--- config.mk ---
export PLATFORM = sky130hd
export DESIGN_NAME = dma_transfer_descriptor_builder_core_flat
export DESIGN_NICKNAME = d
export VERILOG_FILES = /design/src/hdl/dtdb_pkg.sv /design/src/hdl/dtdb_if.sv /design/src/hdl/dtdb_front.sv /design/src/hdl/dtdb_queue.sv /design/src/hdl/dtdb_back.sv /design/src/hdl/dma_transfer_descriptor_builder_core.sv /design/src/flat_wrapper.sv
export SDC_FILE = /design/constraint.sdc
export NUM_CORES = 1
export LEC_CHECK = 0
export ABC_AREA = 1
export BUFFER_PORTS_ARGS = -buffer_cell sky130_fd_sc_hd__buf_2
export CELL_PAD_IN_SITES_DETAIL_PLACEMENT = 1
export CELL_PAD_IN_SITES_GLOBAL_PLACEMENT = 2
export CORE_UTILIZATION = 39
export DETAILED_ROUTE_END_ITERATION = 16
export PLACE_DENSITY_LB_ADDON = 0.1
export RECOVER_POWER = 25
export SLEW_MARGIN = 10
export SYNTH_ARGS = -nofsm -noshare
export SYNTH_HDL_FRONTEND = slang
export SYNTH_SLANG_ARGS = --single-unit
--- constraint.sdc ---
create_clock -name clk -period 15.38 [get_ports clk]
set_input_delay 3.076 -clock clk [delete_from_list [all_inputs] [get_ports clk]]
set_output_delay 3.076 -clock clk [all_outputs]
set_load 0.05 [all_outputs]
--- src/hdl/dtdb_pkg.sv ---
// Shared types, constants and status codes of the transfer descriptor builder.
// No dependencies.
`timescale 1ns / 1ps
`default_nettype none

package dtdb_pkg;

  localparam int DESCRIPTOR_COUNT = 8;
  localparam int ENDPOINT_SLOTS   = 16;
  localparam int QUEUE_DEPTH      = 2;
  localparam int N_PAGES          = 5;

  localparam int EP_W    = 5;
  localparam int ADDR_W  = 32;
  localparam int COUNT_W = 20;
  localparam int HEAD_W  = 13;
  localparam int LEN_W   = 15;

  localparam logic [31:0]        TERMINATOR     = 32'hDEAD0001;
  localparam logic [31:0]        TOKEN_ACTIVE   = 32'h0000_0080;
  localparam logic [11:0]        PAGE_MASK      = 12'hfff;
  localparam logic [COUNT_W-1:0] PAGE_BYTES     = 20'd4096;
  localparam logic [COUNT_W-1:0] DESC_MAX_BYTES = 20'd20480;

  typedef enum logic [1:0] {
    ST_OK         = 2'd0,
    ST_BAD_EP     = 2'd1,
    ST_MISALIGNED = 2'd2,
    ST_NO_DESC    = 2'd3
  } status_t;

  typedef enum logic {
    CFG_DESC_BASE = 1'b0,
    CFG_BOUNCE    = 1'b1
  } cfg_index_t;

  // Classified request as held in the queue
  typedef struct packed {
    logic               bad;
    logic [31:0]        prime;
    logic [ADDR_W-1:0]  addr;
    logic [COUNT_W-1:0] count;
    logic [HEAD_W-1:0]  head;
  } req_entry_t;

  typedef struct packed {
    logic       push;
    req_entry_t entry;
  } queue_wr_t;

  typedef struct packed {
    logic       valid;
    req_entry_t entry;
  } queue_rd_t;

endpackage

`default_nettype wire

--- src/hdl/dtdb_if.sv ---
// Valid/ready channel interfaces: transfer requests in, descriptors out.
// Depends on dtdb_pkg.
`timescale 1ns / 1ps
`default_nettype none

interface dtdb_req_if;
  logic                         valid;
  logic                         ready;
  logic [dtdb_pkg::EP_W-1:0]    endpoint;
  logic [dtdb_pkg::ADDR_W-1:0]  buffer_address;
  logic [dtdb_pkg::COUNT_W-1:0] byte_count;

  modport source (output valid, endpoint, buffer_address, byte_count, input ready);
  modport sink   (input valid, endpoint, buffer_address, byte_count, output ready);
endinterface

interface dtdb_td_if;
  logic        valid;
  logic        ready;
  logic [31:0] next_word;
  logic [31:0] token_word;
  logic [31:0] page_zero;
  logic [31:0] page_one;
  logic [31:0] page_two;
  logic [31:0] page_three;
  logic [31:0] page_four;
  logic        last;
  logic [1:0]  status;
  logic [31:0] prime_mask;

  modport source (output valid, next_word, token_word, page_zero, page_one, page_two,
                  page_three, page_four, last, status, prime_mask, input ready);
  modport sink   (input valid, next_word, token_word, page_zero, page_one, page_two,
                  page_three, page_four, last, status, prime_mask, output ready);
endinterface

`default_nettype wire

--- src/hdl/dtdb_front.sv ---
// Front end: takes requests, checks the endpoint, works out prime bit and
// bounce head, and pushes the result into the queue. Depends on dtdb_pkg, dtdb_if.
`timescale 1ns / 1ps
`default_nettype none

module dtdb_front (
  dtdb_req_if.sink              req,
  input  wire logic             queue_full,
  output dtdb_pkg::queue_wr_t   wr
);

  logic [11:0]                 offset;
  logic [dtdb_pkg::HEAD_W-1:0] head;
  logic [4:0]                  prime_bit;

  assign req.ready = !queue_full;
  assign offset    = req.buffer_address[11:0];
  // OUT slot n -> bit n/2, IN slot n -> bit 16 + (n-1)/2
  assign prime_bit = {req.endpoint[0], req.endpoint[4:1]};

  always_comb begin
    head = '0;
    if (offset != 12'd0) begin
      if (req.byte_count > dtdb_pkg::PAGE_BYTES) begin
        head = dtdb_pkg::HEAD_W'(dtdb_pkg::PAGE_BYTES) - {1'b0, offset};
      end else begin
        head = req.byte_count[dtdb_pkg::HEAD_W-1:0];
      end
    end
  end

  always_comb begin
    wr.push        = req.valid && !queue_full;
    wr.entry.bad   = {1'b0, req.endpoint} >= 6'(dtdb_pkg::ENDPOINT_SLOTS);
    wr.entry.prime = 32'd1 << prime_bit;
    wr.entry.addr  = req.buffer_address;
    wr.entry.count = req.byte_count;
    wr.entry.head  = head;
  end

endmodule

`default_nettype wire

--- src/hdl/dtdb_queue.sv ---
// Short queue of classified requests between front and back end.
// Depends on dtdb_pkg.
`timescale 1ns / 1ps
`default_nettype none

module dtdb_queue (
  input  wire logic                 clk,
  input  wire logic                 rst,
  input  wire dtdb_pkg::queue_wr_t  wr,
  input  wire logic                 pop,
  output logic                      full,
  output dtdb_pkg::queue_rd_t       rd
);

  localparam int PTR_W = $clog2(dtdb_pkg::QUEUE_DEPTH);

  dtdb_pkg::req_entry_t mem [dtdb_pkg::QUEUE_DEPTH];
  logic [PTR_W-1:0]     wr_ptr;
  logic [PTR_W-1:0]     rd_ptr;
  logic [PTR_W:0]       fill;
  logic                 do_pop;

  assign full     = fill == (PTR_W + 1)'(dtdb_pkg::QUEUE_DEPTH);
  assign rd.valid = fill != '0;
  assign rd.entry = mem[rd_ptr];
  assign do_pop   = pop && rd.valid;

  always_ff @(posedge clk) begin
    if (wr.push) begin
      mem[wr_ptr] <= wr.entry;
    end
  end

  always_ff @(posedge clk) begin
    if (rst) begin
      wr_ptr <= '0;
      rd_ptr <= '0;
      fill   <= '0;
    end else begin
      if (wr.push) begin
        wr_ptr <= (wr_ptr == PTR_W'(dtdb_pkg::QUEUE_DEPTH - 1)) ? '0 : wr_ptr + 1'b1;
      end
      if (do_pop) begin
        rd_ptr <= (rd_ptr == PTR_W'(dtdb_pkg::QUEUE_DEPTH - 1)) ? '0 : rd_ptr + 1'b1;
      end
      case ({wr.push, do_pop})
        2'b10:   fill <= fill + 1'b1;
        2'b01:   fill <= fill - 1'b1;
        default: fill <= fill;
      endcase
    end
  end

endmodule

`default_nettype wire

--- src/hdl/dtdb_back.sv ---
// Back end: walks a request page by page, builds descriptors and error
// results, and holds them in the output register. Depends on dtdb_pkg, dtdb_if.
`timescale 1ns / 1ps
`default_nettype none

module dtdb_back #(
  parameter int DESCRIPTOR_COUNT = dtdb_pkg::DESCRIPTOR_COUNT
) (
  input  wire logic                 clk,
  input  wire logic                 rst,
  input  wire logic [31:0]          desc_base,
  input  wire logic [31:0]          bounce_addr,
  input  wire dtdb_pkg::queue_rd_t  rd,
  output logic                      pop,
  dtdb_td_if.source                 td
);

  localparam int IDX_W = $clog2(DESCRIPTOR_COUNT + 1);
  localparam int N_W   = $clog2(dtdb_pkg::N_PAGES);

  typedef enum logic [1:0] {S_IDLE, S_PAGE, S_EMIT, S_ERR} state_t;

  state_t                       state;
  logic [dtdb_pkg::COUNT_W-1:0] rem;
  logic [31:0]                  ptr;
  logic [dtdb_pkg::HEAD_W-1:0]  head;
  logic [IDX_W-1:0]             idx;
  logic [N_W-1:0]               n;
  logic [31:0]                  pages [dtdb_pkg::N_PAGES];
  logic [dtdb_pkg::LEN_W-1:0]   tok_len;
  logic                         ioc;
  logic                         final_desc;
  logic [31:0]                  prime;
  dtdb_pkg::status_t            err_status;

  logic                         out_valid;
  logic                         slot_free;
  logic                         load_out;
  logic                         at_limit;
  logic [IDX_W-1:0]             idx_inc;
  logic [31:0]                  pg;
  logic [31:0]                  ptr_next;
  logic [dtdb_pkg::COUNT_W-1:0] rem_next;
  logic [dtdb_pkg::LEN_W-1:0]   len_from_rem;
  logic [dtdb_pkg::LEN_W-1:0]   len_from_entry;

  assign td.valid  = out_valid;
  assign slot_free = !out_valid || td.ready;
  assign load_out  = slot_free && ((state == S_EMIT) || (state == S_ERR));
  assign pop       = (state == S_IDLE) && rd.valid;
  assign at_limit  = idx == IDX_W'(DESCRIPTOR_COUNT - 1);
  assign idx_inc   = idx + 1'b1;

  assign len_from_rem   = (rem > dtdb_pkg::DESC_MAX_BYTES) ?
                          dtdb_pkg::DESC_MAX_BYTES[dtdb_pkg::LEN_W-1:0] :
                          rem[dtdb_pkg::LEN_W-1:0];
  assign len_from_entry = (rd.entry.count > dtdb_pkg::DESC_MAX_BYTES) ?
                          dtdb_pkg::DESC_MAX_BYTES[dtdb_pkg::LEN_W-1:0] :
                          rd.entry.count[dtdb_pkg::LEN_W-1:0];

  always_comb begin
    if (head != '0) begin
      pg       = bounce_addr;
      ptr_next = ptr + 32'(head);
      rem_next = rem - dtdb_pkg::COUNT_W'(head);
    end else if (rem >= dtdb_pkg::PAGE_BYTES) begin
      pg       = ptr;
      ptr_next = ptr + 32'(dtdb_pkg::PAGE_BYTES);
      rem_next = rem - dtdb_pkg::PAGE_BYTES;
    end else begin
      pg       = ptr;
      ptr_next = ptr + 32'(rem);
      rem_next = '0;
    end
  end

  always_ff @(posedge clk) begin
    if (rst) begin
      state     <= S_IDLE;
      out_valid <= 1'b0;
    end else begin
      if (load_out) begin
        out_valid <= 1'b1;
      end else if (td.ready) begin
        out_valid <= 1'b0;
      end
      case (state)
        S_IDLE: begin
          if (rd.valid) begin
            prime      <= rd.entry.prime;
            rem        <= rd.entry.count;
            ptr        <= rd.entry.addr;
            head       <= rd.entry.head;
            idx        <= '0;
            n          <= '0;
            tok_len    <= len_from_entry;
            ioc        <= rd.entry.count == '0;
            final_desc <= rd.entry.count == '0;
            for (int i = 0; i < dtdb_pkg::N_PAGES; i++) begin
              pages[i] <= '0;
            end
            if (rd.entry.bad) begin
              err_status <= dtdb_pkg::ST_BAD_EP;
              state      <= S_ERR;
            end else if (rd.entry.count == '0) begin
              state      <= S_EMIT;
            end else begin
              state <= S_PAGE;
            end
          end
        end
        S_PAGE: begin
          pages[n] <= pg;
          rem      <= rem_next;
          ptr      <= ptr_next;
          head     <= '0;
          if ((pg[11:0] & dtdb_pkg::PAGE_MASK) != 12'd0) begin
            err_status <= dtdb_pkg::ST_MISALIGNED;
            state      <= S_ERR;
          end else if (rem_next == '0) begin
            ioc        <= 1'b1;
            final_desc <= 1'b1;
            state      <= S_EMIT;
          end else if (n == N_W'(dtdb_pkg::N_PAGES - 1)) begin
            state <= S_EMIT;
          end else begin
            n <= n + 1'b1;
          end
        end
        S_EMIT: begin
          if (slot_free) begin
            td.next_word  <= (final_desc || at_limit) ? dtdb_pkg::TERMINATOR :
                             desc_base + 32'({idx_inc, 5'b0});
            td.token_word <= dtdb_pkg::TOKEN_ACTIVE | {1'b0, tok_len, ioc, 15'b0};
            td.page_zero  <= pages[0];
            td.page_one   <= pages[1];
            td.page_two   <= pages[2];
            td.page_three <= pages[3];
            td.page_four  <= pages[4];
            td.last       <= final_desc;
            td.status     <= dtdb_pkg::ST_OK;
            td.prime_mask <= final_desc ? prime : 32'd0;
            if (final_desc) begin
              state <= S_IDLE;
            end else if (at_limit) begin
              err_status <= dtdb_pkg::ST_NO_DESC;
              state      <= S_ERR;
            end else begin
              idx     <= idx_inc;
              n       <= '0;
              tok_len <= len_from_rem;
              for (int i = 0; i < dtdb_pkg::N_PAGES; i++) begin
                pages[i] <= '0;
              end
              state <= S_PAGE;
            end
          end
        end
        S_ERR: begin
          if (slot_free) begin
            td.next_word  <= '0;
            td.token_word <= '0;
            td.page_zero  <= '0;
            td.page_one   <= '0;
            td.page_two   <= '0;
            td.page_three <= '0;
            td.page_four  <= '0;
            td.last       <= 1'b1;
            td.status     <= err_status;
            td.prime_mask <= '0;
            state         <= S_IDLE;
          end
        end
        default: state <= S_IDLE;
      endcase
    end
  end

endmodule

`default_nettype wire

--- src/hdl/dma_transfer_descriptor_builder_core.sv ---
// Top level of the transfer descriptor builder: configuration registers,
// front end, request queue and back end. Depends on dtdb_pkg, dtdb_if and submodules.
`timescale 1ns / 1ps
`default_nettype none

// Each request (endpoint, buffer address, byte count) becomes a chain of
// transfer descriptors on td, one transfer per descriptor, the last one flagged
// and carrying the endpoint prime mask; failures end the chain with an error
// result. Requests are taken into a two-entry queue whenever it has room, so
// the request side runs ahead of the descriptor side. The back end takes a
// request while idle, walks the buffer one page at a time, then emits each
// descriptor, or an error result on a failure. A zero-length request goes
// straight to its one descriptor and a rejected request straight to its error
// result; a chain that runs out after eight descriptors ends in an error
// result. While td holds off a result, the back end waits to emit the next.
module dma_transfer_descriptor_builder_core #(
  parameter int DESCRIPTOR_COUNT = dtdb_pkg::DESCRIPTOR_COUNT
) (
  input  wire logic        clk,
  input  wire logic        rst,
  input  wire logic        cfg_we,
  input  wire logic        cfg_index,
  input  wire logic [31:0] cfg_data,
  dtdb_req_if.sink         req,
  dtdb_td_if.source        td
);

  logic [31:0]         desc_base;
  logic [31:0]         bounce_addr;
  dtdb_pkg::queue_wr_t q_wr;
  dtdb_pkg::queue_rd_t q_rd;
  logic                q_full;
  logic                q_pop;

  always_ff @(posedge clk) begin
    if (rst) begin
      desc_base   <= '0;
      bounce_addr <= '0;
    end else if (cfg_we) begin
      case (cfg_index)
        dtdb_pkg::CFG_DESC_BASE: desc_base   <= cfg_data;
        dtdb_pkg::CFG_BOUNCE:    bounce_addr <= cfg_data;
        default:                 desc_base   <= desc_base;
      endcase
    end
  end

  dtdb_front u_front (
    .req        (req),
    .queue_full (q_full),
    .wr         (q_wr)
  );

  dtdb_queue u_queue (
    .clk  (clk),
    .rst  (rst),
    .wr   (q_wr),
    .pop  (q_pop),
    .full (q_full),
    .rd   (q_rd)
  );

  dtdb_back #(
    .DESCRIPTOR_COUNT (DESCRIPTOR_COUNT)
  ) u_back (
    .clk         (clk),
    .rst         (rst),
    .desc_base   (desc_base),
    .bounce_addr (bounce_addr),
    .rd          (q_rd),
    .pop         (q_pop),
    .td          (td)
  );

endmodule

`default_nettype wire

--- src/flat_wrapper.sv ---
// flat-port wrapper written by rule: the top's interface ports become plain ports
module dma_transfer_descriptor_builder_core_flat 
#(
  parameter int DESCRIPTOR_COUNT = dtdb_pkg::DESCRIPTOR_COUNT
)
  (clk, rst, cfg_we, cfg_index, cfg_data, req_valid, req_endpoint, req_buffer_address, req_byte_count, req_ready, td_valid, td_next_word, td_token_word, td_page_zero, td_page_one, td_page_two, td_page_three, td_page_four, td_last, td_status, td_prime_mask, td_ready);
  dtdb_req_if req_i ();
  dtdb_td_if td_i ();
  input  wire logic clk;
  input  wire logic rst;
  input  wire logic cfg_we;
  input  wire logic cfg_index;
  input  wire logic [31:0] cfg_data;
  input wire logic [$bits(req_i.valid)-1:0] req_valid;
  input wire logic [$bits(req_i.endpoint)-1:0] req_endpoint;
  input wire logic [$bits(req_i.buffer_address)-1:0] req_buffer_address;
  input wire logic [$bits(req_i.byte_count)-1:0] req_byte_count;
  output wire logic [$bits(req_i.ready)-1:0] req_ready;
  output wire logic [$bits(td_i.valid)-1:0] td_valid;
  output wire logic [$bits(td_i.next_word)-1:0] td_next_word;
  output wire logic [$bits(td_i.token_word)-1:0] td_token_word;
  output wire logic [$bits(td_i.page_zero)-1:0] td_page_zero;
  output wire logic [$bits(td_i.page_one)-1:0] td_page_one;
  output wire logic [$bits(td_i.page_two)-1:0] td_page_two;
  output wire logic [$bits(td_i.page_three)-1:0] td_page_three;
  output wire logic [$bits(td_i.page_four)-1:0] td_page_four;
  output wire logic [$bits(td_i.last)-1:0] td_last;
  output wire logic [$bits(td_i.status)-1:0] td_status;
  output wire logic [$bits(td_i.prime_mask)-1:0] td_prime_mask;
  input wire logic [$bits(td_i.ready)-1:0] td_ready;
  assign req_i.valid = req_valid;
  assign req_i.endpoint = req_endpoint;
  assign req_i.buffer_address = req_buffer_address;
  assign req_i.byte_count = req_byte_count;
  assign req_ready = req_i.ready;
  assign td_valid = td_i.valid;
  assign td_next_word = td_i.next_word;
  assign td_token_word = td_i.token_word;
  assign td_page_zero = td_i.page_zero;
  assign td_page_one = td_i.page_one;
  assign td_page_two = td_i.page_two;
  assign td_page_three = td_i.page_three;
  assign td_page_four = td_i.page_four;
  assign td_last = td_i.last;
  assign td_status = td_i.status;
  assign td_prime_mask = td_i.prime_mask;
  assign td_i.ready = td_ready;
  dma_transfer_descriptor_builder_core #(.DESCRIPTOR_COUNT(DESCRIPTOR_COUNT)) u_core (.clk(clk), .rst(rst), .cfg_we(cfg_we), .cfg_index(cfg_index), .cfg_data(cfg_data), .req(req_i), .td(td_i));
endmodule
==> summary.md <==
| Metric | Value |
|---|---|
| Drc violations | `0` |
| RSZ-0062 raised after global routing | `false` |
| Met3 Wirelength | `3790 um` |
| Post_cts resized | `0` |
| WP buf/inv | `2` |
| Final Hold Violating Endpoints | `0` |
| Ys flop type | `edfxtp_1` |
| # Max-Cap Violations | `6` |
| Met1 wire length | `46100 um` |
| Drt wl/cell | `20.6 um` |
| Top cell by count, worst path | `clkbuf_1` |
| Pre-CTS WS | `9.49 ns` |
| Mux cell area share after synthesis | `0.00626` |
| Status | `finished, violations left` |
| Via/cell ratio | `5.00` |
| Sequential element share of the synthesized area | `0.657` |
| Worst hold path class | `flip-flop to flip-flop` |
| Total Power | `8.21 mW` |
| Fin cells | `4935` |
| CTS clk-pin slew, worst paths | `0.06 ns` |
| Drt initial violations | `1532` |
| Post-synthesis cell count | `3363` |
| Setup repair bufs after CTS | `0` |
| Routed wire length | `102000 um` |
| Die area | `91400 um^2` |
| Reg-to-reg endpoint | `u_core.u_back.td.page_zero[4]` |
| Initial antenna violation count | `2` |
| Critical path data required time | `15.57 ns` |
| Die H | `302 um` |
| GRT Util Overall | `0.221` |
| Mapped cell area | `35200 um^2` |
| Hold Crit Depth | `1` |
| Antenna diode count | `0` |
| Slowest-stage cell, CP | `clkbuf_1` |
| Hold-fix buffers at CTS | `0` |
| CORE AREA | `88900 um^2` |
| Max-slew violations | `394` |
| Yosys warning count | `0` |
| Clk sink count | `794` |
| Compound-Gate Fraction of Synth Area | `0.0706` |
| Final worst slack | `8.11 ns` |
| Xor and xnor area share after synthesis | `0.00996` |
| Min-Delay Endpoint | `u_core.u_queue.rd_ptr` |
| PortBufs | `340` |
| Vias in the first global route | `25412` |
| Crit-path max FO | `103` |
| Clk_lat worst skew | `0.64 ns` |
| Post-synth cell types | `63` |
| GP Congestion | `0.884` |
| Top cells by area, synth | `edfxtp_1 62%, nor2_1 7.1%, nand2_1 5.4%` |
| Drt pass-1 iters | `5` |
| Worst Tran Pin Value | `4.22 ns` |
| Post-synth EDFFs | `722` |
| FF-to-FF setup slack | `8.11 ns` |
| Pin count of the biggest net entering global routing | `167` |
| Share of layout cells above drive strength 1 | `0.136` |
| Max-slew headroom | `-1.81` |
| Synth cell count leaders | `722 x edfxtp_1, 670 x nor2_1, 505 x nand2_1, 420 x inv_1, 226 x o21ai_0` |
| Met2 wire length | `49600 um` |
| R2R Path Start | `u_core.u_back.state[0]` |
| Adder-cell area share of the yosys netlist | `0.0247` |
| #FFs+latches synth | `794` |
| Kind of cell adding the most delay to the critical path | `buffers and inverters` |
| Post-synth ARST share | `0` |
| CTS tree | `built` |
| Combinational family with the most area after synthesis | `simple AND/OR/NAND/NOR gates` |
| Aggregate global routing overflow | `0` |
| Max clock buf depth | `3` |
| Synthesis-to-layout area growth | `16.4%` |
| Placed Cells | `4773` |
| Tmin final | `7.27 ns` |
| Wire length of the first global-routing pass | `153000 um` |
| CP endpoint kind | `flip-flop` |
| Setup TNS | `0 ns` |
| Top-area cell type share of the netlist area | `0.616` |
| Crit. path cell count | `4` |
| Hpwl dp | `75200 um` |
| Kind of critical path | `flip-flop to flip-flop` |
| Worst EP arrival | `7.46 ns` |
| VDD IR max | `0.000106 V` |
| Number of nets still failing antenna checks after routing | `0` |
| Violated checks | `max-capacitance violations, max-slew violations` |
| Initial Util | `0.396` |
| Final period utilization | `0.473` |
| Worst hold path startpoint | `u_core.u_queue.rd_ptr` |
| Worst Setup Start Kind | `flip-flop` |
| Simple-Gate Fraction of Synth Area | `0.166` |
| H-tree depth | `3` |
| PwrDens | `201 nW/um^2` |
| Most common cell in the netlist | `edfxtp_1` |
| Yosys top cell by area | `edfxtp_1` |
| Final setup viols | `0` |
| Clock Skew | `0.0199 ns` |
| Num rows | `109` |
| Fmax achieved | `0.138 GHz` |
| Highest metal used | `met4` |
| LEAKAGE | `16.4 nW` |
| Worst-path cell chain | `ha_1 > clkbuf_1 > clkbuf_1 > nor2_1` |
| Critical path's largest stage delay | `3.09 ns` |
| I/O pin total | `356` |
| Die W | `302 um` |
| Fill cells | `9904` |
| Worst R2R Path Depth | `4` |
| Vias | `24653` |
| Clk root buf | `clkbuf_16` |
| TritonCTS Buffers | `87` |
| Final #Nets | `3859` |
| Synth Area per Inst | `10.5 um^2` |
-- layout make-up --
cell class,count,area [um^2],area share
clock buffers,103,2330,0.0569
clock inverters,59,704,0.0172
inverters,433,1630,0.0398
multi-input cells,2010,9830,0.240
flip-flops and latches,794,23100,0.565
well taps,1165,1460,0.0356
repair buffers,371,1860,0.0455
-- through the flow --
step | hold slack [ns] | instance area (um^2) | utilization
2_1_floorplan | 0.426 | 35200 | -
3_3_place_gp | 0.439 | 38000 | 0.428
3_5_place_dp | 0.439 | 38000 | 0.428
4_1_cts | 0.448 | 41000 | 0.462
5_1_grt | 0.471 | 40900 | 0.460
6_report | 0.456 | 40900 | 0.460
-- sequential cells by signal, indices dropped and copies added, names as in the netlist, 32 cells and up, named ones only --
| name | flops |
|---|---|
| u_core.u_back.td.page_zero | 32 |
| u_core.u_back.td.page_one | 32 |
| u_core.u_back.td.page_four | 32 |
| u_core.u_back.td.prime_mask | 32 |
| u_core.u_back.td.page_three | 32 |
| u_core.desc_base | 32 |
| u_core.bounce_addr | 32 |
| u_core.u_back.td.next_word | 32 |
| u_core.u_back.prime | 32 |
| u_core.u_back.td.page_two | 32 |
| u_core.u_back.pages | 160 |
| u_core.u_back.ptr | 32 |
| u_core.u_queue.mem | 196 |
-- routing by layer --
| layer | GRT usage | up-vias |
|---|---|---|
| met5 | 0 | - |
| li1 | - | 11889 |
| met1 | 0.299 | 12119 |
| met2 | 0.376 | 513 |
| met4 | 0.0646 | 0 |
| met3 | 0.0241 | 132 |
-- worst max-delay path by stage --
stage / start / endpoint / slack, ns
CTS: td_ready / u_core.u_back.td.page_four[5] / 10.16
detailed placement: td_ready / u_core.u_back.td.token_word[20] / 9.49
global placement: td_ready / u_core.u_back.td.token_word[19] / 9.55
global route: u_core.u_back.state[0] / u_core.u_back.td.page_zero[0] / 7.16
finish: u_core.u_back.state[0] / u_core.u_back.td.page_zero[4] / 8.11
floorplan: rst / u_core.u_back.td.last / 1.13
-- cell usage in the layout, fill, tap and decap left out, types with 6 or more instances in the layout --
cell / n
o32ai_1: 13
or2_2: 12
conb_1: 15
xnor2_1: 16
edfxtp_1: 722
o21ai_0: 226
mux2i_1: 22
xor2_1: 24
inv_1: 420
clkbuf_16: 89
ha_1: 63
clkinv_1: 22
dfxtp_1: 72
a21oi_1: 139
o211ai_1: 8
buf_2: 291
nor2_2: 6
bufinv_16: 14
nor3_1: 33
nand4_1: 37
buf_4: 24
clkbuf_1: 64
clkinv_2: 16
o21ai_1: 9
nor2_1: 669
nand2_2: 9
o22ai_1: 8
nand3_1: 97
nand3_2: 9
nor4_1: 13
nand2_1: 505
a211oi_1: 9
-- power breakdown --
group | internal, mW | switching (mW) | leakage, nW | total [mW]
Sequential | 3.03 | 0.278 | 7.37 | 3.31
Clock | 1.32 | 0.871 | 1.47 | 2.19
Combinational | 0.708 | 2.00 | 7.55 | 2.71
Total | 5.06 | 3.15 | 16.4 | 8.21
-- kinds of logic after synthesis --
| group | count (synthesis) |
|---|---|
| buffers and inverters | 573 |
| AND/OR/NAND/NOR | 1415 |
| flip-flops | 794 |
| adder cells (fa/ha/maj) | 67 |
| other | 1 |
| AO/OA/AOI/OAI | 451 |
| multiplexers | 22 |
| XOR/XNOR | 40 |
(Power assumes the default switching activity.)
